--- src/sv/dmti_pkg.sv ---
// shared types and constants for the display-mode table insert block
`default_nettype none

package dmti_pkg;

    // table size and derived widths
    localparam int TABLE_DEPTH = 64;
    localparam int CNT_W       = $clog2(TABLE_DEPTH + 1);

    // descriptor field widths
    localparam int TAG_W    = 32;
    localparam int WIDTH_W  = 16;
    localparam int HEIGHT_W = 16;
    localparam int DEPTH_W  = 8;
    localparam int RATE_W   = 16;
    localparam int FLAGS_W  = 32;
    localparam int KEY_W    = WIDTH_W + HEIGHT_W + DEPTH_W + RATE_W;

    // stream widths
    localparam int IN_DATA_W  = 120;
    localparam int OUT_DATA_W = 16;
    localparam int ECOUNT_W   = 7;

    // largest legal color depth
    localparam logic [DEPTH_W-1:0] MAX_COLOR_DEPTH = DEPTH_W'(32);

    // result codes
    typedef enum logic [1:0] {
        OUT_INSERTED  = 2'd0,
        OUT_DUPLICATE = 2'd1,
        OUT_INVALID   = 2'd2,
        OUT_FULL      = 2'd3
    } t_outcome;

    // search request travelling down the cell chain
    typedef struct packed {
        logic               valid;
        logic               hit;
        logic               placed;
        logic [CNT_W-1:0]   remain;
        logic [KEY_W-1:0]   key;
        logic [FLAGS_W-1:0] attr;
        logic [TAG_W-1:0]   label;
    } t_probe;

endpackage

`default_nettype wire

--- src/sv/dmti_cell.sv ---
// one table entry with its compare and capture logic, passes the request on
`default_nettype none

module dmti_cell (
    input  wire                   i_clk,
    input  wire                   i_rst_n,
    input  wire dmti_pkg::t_probe i_probe,
    output dmti_pkg::t_probe      o_probe
);

    logic [dmti_pkg::KEY_W-1:0]   r_key;
    logic [dmti_pkg::FLAGS_W-1:0] r_attr;
    logic [dmti_pkg::TAG_W-1:0]   r_label;
    dmti_pkg::t_probe             r_probe;
    dmti_pkg::t_probe             n_probe;
    logic                         w_live;
    logic                         w_match;
    logic                         w_take;

    // this entry is occupied while the request still has entries to visit
    assign w_live  = (i_probe.remain != '0);
    assign w_match = (r_key == i_probe.key) && (r_attr == i_probe.attr);
    // first free entry takes the descriptor if nothing earlier matched
    assign w_take  = i_probe.valid && !w_live && !i_probe.hit && !i_probe.placed;

    // next request state
    always_comb begin
        n_probe = i_probe;
        if (w_live) begin
            n_probe.remain = i_probe.remain - dmti_pkg::CNT_W'(1);
            if (w_match) begin
                n_probe.hit = 1'b1;
            end
        end else if (w_take) begin
            n_probe.placed = 1'b1;
        end
    end

    // request register, only the valid bit is control
    always_ff @(posedge i_clk) begin
        if (!i_rst_n) begin
            r_probe.valid <= 1'b0;
        end else begin
            r_probe.valid <= n_probe.valid;
        end
        r_probe.hit    <= n_probe.hit;
        r_probe.placed <= n_probe.placed;
        r_probe.remain <= n_probe.remain;
        r_probe.key    <= n_probe.key;
        r_probe.attr   <= n_probe.attr;
        r_probe.label  <= n_probe.label;
    end

    // entry storage
    always_ff @(posedge i_clk) begin
        if (w_take) begin
            r_key   <= i_probe.key;
            r_attr  <= i_probe.attr;
            r_label <= i_probe.label;
        end
    end

    assign o_probe = r_probe;

endmodule

`default_nettype wire

--- config.mk ---
export PLATFORM = sky130hd
export DESIGN_NAME = dmti_cell
export DESIGN_NICKNAME = d
export VERILOG_FILES = /design/src/sv/dmti_pkg.sv /design/src/sv/dmti_cell.sv
export SDC_FILE = /design/constraint.sdc
export NUM_CORES = 1
export LEC_CHECK = 0
export BUFFER_PORTS_ARGS = -buffer_cell sky130_fd_sc_hd__clkbuf_2
export CORE_MARGIN = 2
export CORE_UTILIZATION = 45
export DETAILED_ROUTE_END_ITERATION = 8
export PLACE_DENSITY_LB_ADDON = 0.3
export SLEW_MARGIN = 10
export SYNTH_ARGS = -nofsm -noshare
export SYNTH_HDL_FRONTEND = slang
export SYNTH_SLANG_ARGS = --single-unit
--- constraint.sdc ---
create_clock -name i_clk -period 5.57 [get_ports i_clk]
set_input_delay 0 -clock i_clk [delete_from_list [all_inputs] [get_ports i_clk]]
set_output_delay 0 -clock i_clk [all_outputs]
set_load 0.03 [all_outputs]
### Yosys cells after proc, flatten, opt, wreduce, memory -nomap -nowiden

Cells that the tools add are included.

| cells by class | value |
|---|---|
| add/subtract/negate cells | 1 |
| equal/unequal tests | 2 |
| mux-type cells | 5 |
| reductions and logical operators | 8 |

Operators by type and width:

| operator | count |
|---|---|
| 56-bit == test | 1 |
| 32-bit == test | 1 |
| 7-bit 2-to-1 mux | 1 |
| 7-bit nonzero test | 1 |
| 7-bit by 1-bit subtractor with 7-bit output (second input constant) | 1 |
| 1-bit logical AND | 4 |
| 1-bit 2-to-1 mux | 4 |
| 1-bit zero test | 3 |

| word-level totals | value |
|---|---|
| register bits after elaboration | 218 |
| input port bits | 132 |
| output and inout bits | 130 |
| logic and storage cells | 25 |

### Depth between registers and ports, before layout

Gate-level depths: netlist of the first run.

| logic depth | value |
|---|---|
| depth in word-level cells | 7 |
| gate-level depth with buffers | 6 |
| gate-level depth less buffers | 5 |

### Worst setup path before layout of the first run

OpenSTA, ideal clock, no wires.

| path | value |
|---|---|
| path kind | input port to flip-flop |
| from | in i_probe[121] (netlist bit) |
| to | reg r_attr[0] (netlist bit), enable pin |
| library setup time | 0.535 ns |
| arrival time | 4.287 ns |
| data required time | 5.035 ns |
| slack | 0.748 ns |
| stages | 6 |
| path buffers | 1 |
| cell sequence | inv_1 ha_1 and4b_1 buf_6 nand3b_1 nor2_1 |

| on the way | value |
|---|---|
| word-level cells in the longest chain between the ends | 5 |

Ends and longest elaborated chain:

| what | line | RTL |
|---|---|---|
| start, declared | dmti_cell.sv:7 | `input wire dmti_pkg::t_probe i_probe,` |
| 7-bit nonzero test | dmti_cell.sv:21 | `assign w_live = (i_probe.remain != '0);` |
| 1-bit zero test | dmti_cell.sv:24 | `assign w_take = i_probe.valid && !w_live && !i_probe.hit && !i_probe.placed;` |
| 1-bit logical AND (3 in series) | dmti_cell.sv:24 |  |
| via w_take | dmti_cell.sv:18 | `logic w_take;` |
| end signal, assigned | dmti_cell.sv:58 | `r_attr <= i_probe.attr;` |
| end, declared | dmti_cell.sv:12 | `logic [dmti_pkg::FLAGS_W-1:0] r_attr;` |

The timed path passes the listed nets, and every way through them passes these cells.
A chain may end at the register's enable or synchronous reset.

### Final worst setup path of the first run

| path | value |
|---|---|
| from | in i_probe[123] (netlist bit) |
| to | reg r_key[1] (netlist bit), enable pin |

| on the way | value |
|---|---|
| word-level cells in the longest chain between the ends | 5 |

Ends and longest elaborated chain:

| what | line | RTL |
|---|---|---|
| 7-bit nonzero test | dmti_cell.sv:21 |  |
| 1-bit zero test | dmti_cell.sv:24 |  |
| 1-bit logical AND (3 in series) | dmti_cell.sv:24 |  |
| via w_take | dmti_cell.sv:18 |  |
| end signal, assigned | dmti_cell.sv:57 | `r_key <= i_probe.key;` |
| end, declared | dmti_cell.sv:11 | `logic [dmti_pkg::KEY_W-1:0] r_key;` |

The timed path passes the listed nets, and every way through them passes these cells.

==> out/qor.csv, run 1 <==
metric,value,unit
p_per_area,353,mW/mm^2
power_leakage,0.00430,uW
synth_enable_flop_cells,88,
core,0.0139,mm^2
grt_pass1_vias,4902,
pre_cts_ws,2.59,ns
rrSetupSlack,3.82,ns
synth_area_leaders,"edfxtp_1 (41%), dfxtp_1 (41%), xor2_1 (7.0%)",
grt_busiest_layer,met2,
min_period_over_period,47.9,%
clock-sinks,218,
ant_nets,0,
synth_flop_cell,dfxtp_1,
finalWorstSetupSlack,2.90,ns
min_period,2.67,ns
netlist_area,0.00640,mm^2
fmax,375,MHz
min-delay-start,i_probe[129],
ys_seq_area_share,82.0,%
hold_end,r_key[48],
status,"finished, final reports clean",
grt_util_met2,37.3,%
syn_to_final_growth,57.1,%
htree_num_levels,1,
peakVddDrop,0.278,mV
yosysWarningCount,0,
num_vias,4475,
fin_setup_tns,0,ns
setup_viol,0,
dp_hpwl,9.26,mm
pin_count,262,
routed_wl,16.1,mm
yosysMostFrequentCell,dfxtp_1,
ys_async_sr_fraction,0,%
grt_max_degree,47,
met1_usage,23.0,%
hold_depth,3,
antenna_found_initial,0,
critical_path_required,5.69,ns
antennaDiodeCount,0,
numPortBuffers,261,
synth_largest_area_cell,edfxtp_1,
drive_gt1_share,37.7,%
use_met3,5.95,%
rows,43,
grt-ovfl-total,0,
ys_top_cells_by_count,"dfxtp_1 (130), edfxtp_1 (88), xor2_1 (51), xnor2_1 (43), nor4_1 (14)",
worst-setup-path-type,input port to flop,
synth.distinct_cells,22,
dr.pass1.iters,6,
clockBufferDepth,3,
die_h,123,um
clock_latency,0.48,ns
via_per_inst,4.57,
drtIter0Drc,218,
worstHoldPathType,input port to flop,
grt_pass1_wl,24.2,mm
route.detailed.drc,0,
cp-end-kind,flop,
wl_per_cell,16.4,um
slew-limit-headroom,63.8,%
worstRegToRegCells,5,
cts_root_buf,clkbuf_16,
drv_cap,0,
die_area,0.0152,mm^2
layout.nets,919,
synth_cells,364,
yosys.area.top_type_share,41.3,%
finalHoldViolations,0,
cp_max_fo,43,
worst_pin_slew,0.544,ns
cts_tree,yes,
dpl.cell_count,805,
clkTransAtPathRegs,0.06,ns
slew_violations,0,
numCtsBuffers,21,
initial_core_util,46.1,%
ys_ff_latch,218,
rsz0062_at_grt,no,
avgSynthCellArea,17.6,um^2
ctsResizeCount,0,
start_kind,input port,
finalNonFillerCells,979,
grtUsageTotal,20.8,%
die_x,123,um
regToRegStartpoint,r_key[4],
gp_congestion,0.736,
arrival,2.79,ns
fin_hold_ws,0.0950,ns
skew,0.00755,ns
r2r_end,o_probe[128],
synthesis.nets,498,
[cells by family (layout without fill, tap and decap cells)]
family          after synthesis  after routing  share of synthesized area, %
simple gates                 45             45                          4.18
flops                       218            218                          82.0
xor+xnor                     94             94                          12.9
buf+inv                       3            438                         0.293
mux                           1              1                         0.156
fa+ha+maj                     2              2                         0.391
compound gates                1              1                         0.156
[metrics by stage]
stage	power [uW]	instance area, um^2	util [%]
2_1_floorplan	1900	6400	-
3_3_place_gp	2020	7940	57.2
3_5_place_dp	2030	7940	57.2
4_1_cts	3570	10000	72.3
5_1_grt	3660	10100	72.4
6_report	3550	10100	72.4
[layer usage]
metal | routed length, um | part of all wire (%)
met1 | 6150 | 38
met3 | 1340 | 8.3
met2 | 8080 | 50
met5 | 0 | 0
met4 | 523 | 3.3
[worst max-delay path: stages]
cell           delay [ns]
dlygate4sd3_1        0.57
clkbuf_2             0.15
nor2_2               0.15
and4b_1              0.44
nand3b_1             0.21
nor2_4               0.46
buf_12               0.27
buf_4                0.50
[layout make-up]
| class | count | area, um^2 |
|---|---|---|
| Sequential cell | 218 | 5250 |
| Inverter | 2 | 7.51 |
| Multi-Input combinational cell | 143 | 1140 |
| Tap cell | 180 | 225 |
| Clock buffer | 30 | 651 |
| Fill cell | 832 | 3830 |
| Clock inverter | 7 | 86.3 |
| Timing Repair Buffer | 399 | 2700 |
[registers in the layout, indices dropped and copies added (netlist names)]
| register | flops |
|---|---|
| o_probe | 130 |
| r_attr | 32 |
| r_key | 56 |
[report_power, final]
part	leakage, uW	internal [uW]	switching, uW	total (uW)
clock	0.000364	903	569	1470
sequential	0.00189	1710	16.4	1730
combinational	0.00205	151	202	353
[placed cells by master, fill, tap and decap left out]
cell | netlist | layout
a41o_1 | 1 | 1
and2_1 | 1 | 1
and4b_1 | 1 | 1
buf_12 | 0 | 1
buf_4 | 0 | 1
bufinv_16 | 0 | 2
clkbuf_1 | 0 | 1
clkbuf_16 | 0 | 22
clkbuf_2 | 0 | 261
clkbuf_8 | 0 | 7
clkinv_1 | 0 | 1
clkinv_2 | 0 | 3
clkinvlp_4 | 0 | 1
dfxtp_1 | 130 | 130
dlygate4sd3_1 | 0 | 136
edfxtp_1 | 88 | 88
ha_1 | 2 | 2
inv_1 | 2 | 2
mux2i_1 | 1 | 1
nand2_1 | 1 | 1
nand2b_1 | 1 | 1
nand3_1 | 1 | 1
nand3b_1 | 1 | 1
nand4_1 | 13 | 13
nor2_1 | 8 | 7
nor2_2 | 1 | 1
nor2_4 | 0 | 1
nor3_1 | 1 | 1
nor4_1 | 14 | 14
nor4_2 | 1 | 1
or3_1 | 1 | 1
xnor2_1 | 43 | 43
xor2_1 | 51 | 51
[timing repair]
| item | CTS | global route |
|---|---|---|
| hold buffers | 136 | 0 |
| endpoints found under the hold margin | 218 | 0 |
| endpoints found under the setup margin | 0 | 0 |
| buffers inserted | 0 | 0 |
[worst max path at each step]
stage	startpoint	to
after detailed placement	i_probe[120]	r_attr[12]
after floorplan	i_probe[121]	r_attr[0]
after CTS	i_probe[120]	r_key[1]
final	i_probe[123]	r_key[1]
after global routing	i_probe[121]	r_attr[18]
after global placement	i_probe[120]	r_attr[13]
Note: power is estimated with default switching activity, not from simulation.
==> inputs of run 2 (changes only) <==
Settings changed: CORE_UTILIZATION 45 to 43.
Clock period 5.57 ns to 2.4 ns, I/O delays scaled along.
==> out/qor.csv, run 2 (synthesis results as in run 1) <==
metric,value,unit,change
status,"finished, final reports clean",,
endpoint,r_key[55],,
post_cts_buffers,0,,unchanged
clock-sinks,218,,unchanged
cts_root_buf,clkbuf_16,,
layout_common_cells,"clkbuf_2 (261), dlygate4sd3_1 (135), dfxtp_1 (130), edfxtp_1 (88), xor2_1 (51)",,
num_vias,4478,,+0.067%
skew,0.0107,ns,+0.00313 ns
totalPowerFinal,8310,uW,+130%
antenna_found_initial,0,,unchanged
core,0.0145,mm^2,+4.7%
finalHoldViolations,0,,unchanged
fin_setup_tns,0,ns,unchanged
clkTransAtPathRegs,0.06,ns,about the same
pin_count,262,,unchanged
grt-ovfl-total,0,,unchanged
wl_per_cell,16.3,um,-0.76%
min_period,1.97,ns,
r2r_end,o_probe[128],,
cp_max_fo,88,,+100%
p_sw,1860,uW,+140%
route.detailed.drc,0,,unchanged
seqPwrFrac,48.2,%,-0.4 points
dp_hpwl,9.06,mm,-2.1%
drv_cap,0,,unchanged
ant_nets,0,,unchanged
final_common_cell,clkbuf_2,,
cts_tree,yes,,
slew_violations,0,,unchanged
clockBufferDepth,3,,unchanged
grtUsageTotal,19.6,%,-1.2 points
arrival,2.11,ns,-0.68 ns
worst_pin_slew,0.459,ns,-0.0850 ns
die_x,126,um,+2.2%
routed_wl,16.1,mm,-0.25%
start_kind,input port,,
swShare,22.4,%,+0.25 points
via_per_inst,4.55,,-0.44%
grt_pass1_wl,24.7,mm,+2.2%
p_per_area,826,mW/mm^2,+130%
pwr-share-clk,42.0,%,+0.6 points
rsz0062_at_grt,no,,
rrSetupSlack,0.75,ns,-3.07 ns
startpoint,i_probe[121],,
clock_latency,0.49,ns,about the same
grt_pass1_vias,4925,,+0.47%
worstRegToRegCells,5,,unchanged
die_h,126,um,+2.2%
p_comb_share,9.8,%,about the same
worst-setup-path-type,input port to flop,,
numCtsBuffers,22,,+4.8%
layout.nets,918,,-0.11%
dr.pass1.iters,4,,-2
fillers,947,,+14%
peakVddDrop,0.677,mV,+140%
rows,44,,+2.3%
cp-end-kind,flop,,
drive_gt1_share,37.6,%,-0.047 points
power_leakage,0.00431,uW,+0.11%
fmax,507,MHz,
regToRegStartpoint,r_key[47],,
die_area,0.0159,mm^2,+4.5%
ctsResizeCount,0,,unchanged
setup_viol,0,,unchanged
htree_num_levels,1,,unchanged
worstHoldPathType,input port to flop,,
drtIter0Drc,187,,-14%
antennaDiodeCount,0,,unchanged
syn_to_final_growth,57.2,%,about the same
p_int,6450,uW,+130%
largest_reg_flops,130,,unchanged
grt_max_degree,89,,+89%
min_period_over_period,82.3,%,
numPortBuffers,261,,unchanged
critical_path_required,2.53,ns,-3.16 ns
slew-limit-headroom,69.4,%,+5.7 points
gp_congestion,0.789,,+7.2%
initial_core_util,44.0,%,-2.1 points
-- run 2: cell count changes in the layout (fill, tap and decap cells not counted), sizes merged --
cell / before / now
dlygate4sd3: 136 / 135
inv: 2 / 4
buf: 2 / 1
clkbuf: 291 / 293
clkinvlp: 1 / 0
-- run 2: power groups by stage --
stage	combinational (uW)	sequential [uW]	clock, uW
finish	815	4010	3490
floorplan	79.4	4330	0
global placement	615	4080	0
CTS	802	4000	3560
global route	861	4020	3730
detailed placement	625	4080	0
-- run 2: how the worst min path moves through the flow --
stage	start	end	slack [ns]	cells past startpoint
after floorplan	i_probe[0]	o_probe[0]	0.03	0
after global placement	i_probe[18]	o_probe[18]	0.10	1
after detailed placement	i_probe[29]	o_probe[29]	0.10	1
after CTS	i_probe[22]	o_probe[22]	0.12	2
after global routing	i_probe[3]	o_probe[3]	0.15	2
final	i_probe[9]	o_probe[9]	0.16	2
-- run 2: stage by stage --
step	hold slack (ns)	cells	utilization [%]	cell area [um^2]	setup WS, ns
2_1_floorplan	0.0277	364	-	6410	0.0118
3_3_place_gp	0.103	809	54.7	7950	0.595
3_5_place_dp	0.104	809	54.7	7950	0.527
4_1_cts	0.121	984	69.2	10100	0.479
5_1_grt	0.145	984	69.2	10100	0.290
6_report	0.158	984	69.2	10100	0.426
-- run 2: routing by layer --
layer  share of wire [%]  wire [um]  track usage, %
met1                  37       5970            21.5
met2                  52       8340            35.7
met3                 7.1       1150            5.14
met4                 3.7        595            8.40
met5                   0          0               0
-- run 2: timing repair --
item,4_1_cts,5_1_grt
endpoints found under the setup margin,0,0
hold buffers,135,0
hold endpoints to repair,218,0
-- run 2: area by class of cell --
cell class	count	area, um^2	area share, %
flip-flops and latches	218	5250	52.1
repair buffers	397	2680	26.6
clock inverters	8	97.6	0.970
multi-input cells	143	1140	11.4
well taps	184	230	2.29
inverters	2	7.51	0.0746
clock buffers	32	659	6.55
-- run 2: worst max-delay path, stage by stage --
cell           delay (ns)
dlygate4sd3_1        0.56
clkbuf_2             0.12
inv_1                0.09
ha_1                 0.14
and4b_1              0.41
nand3b_1             0.21
nor2_4               0.16
buf_12               0.40
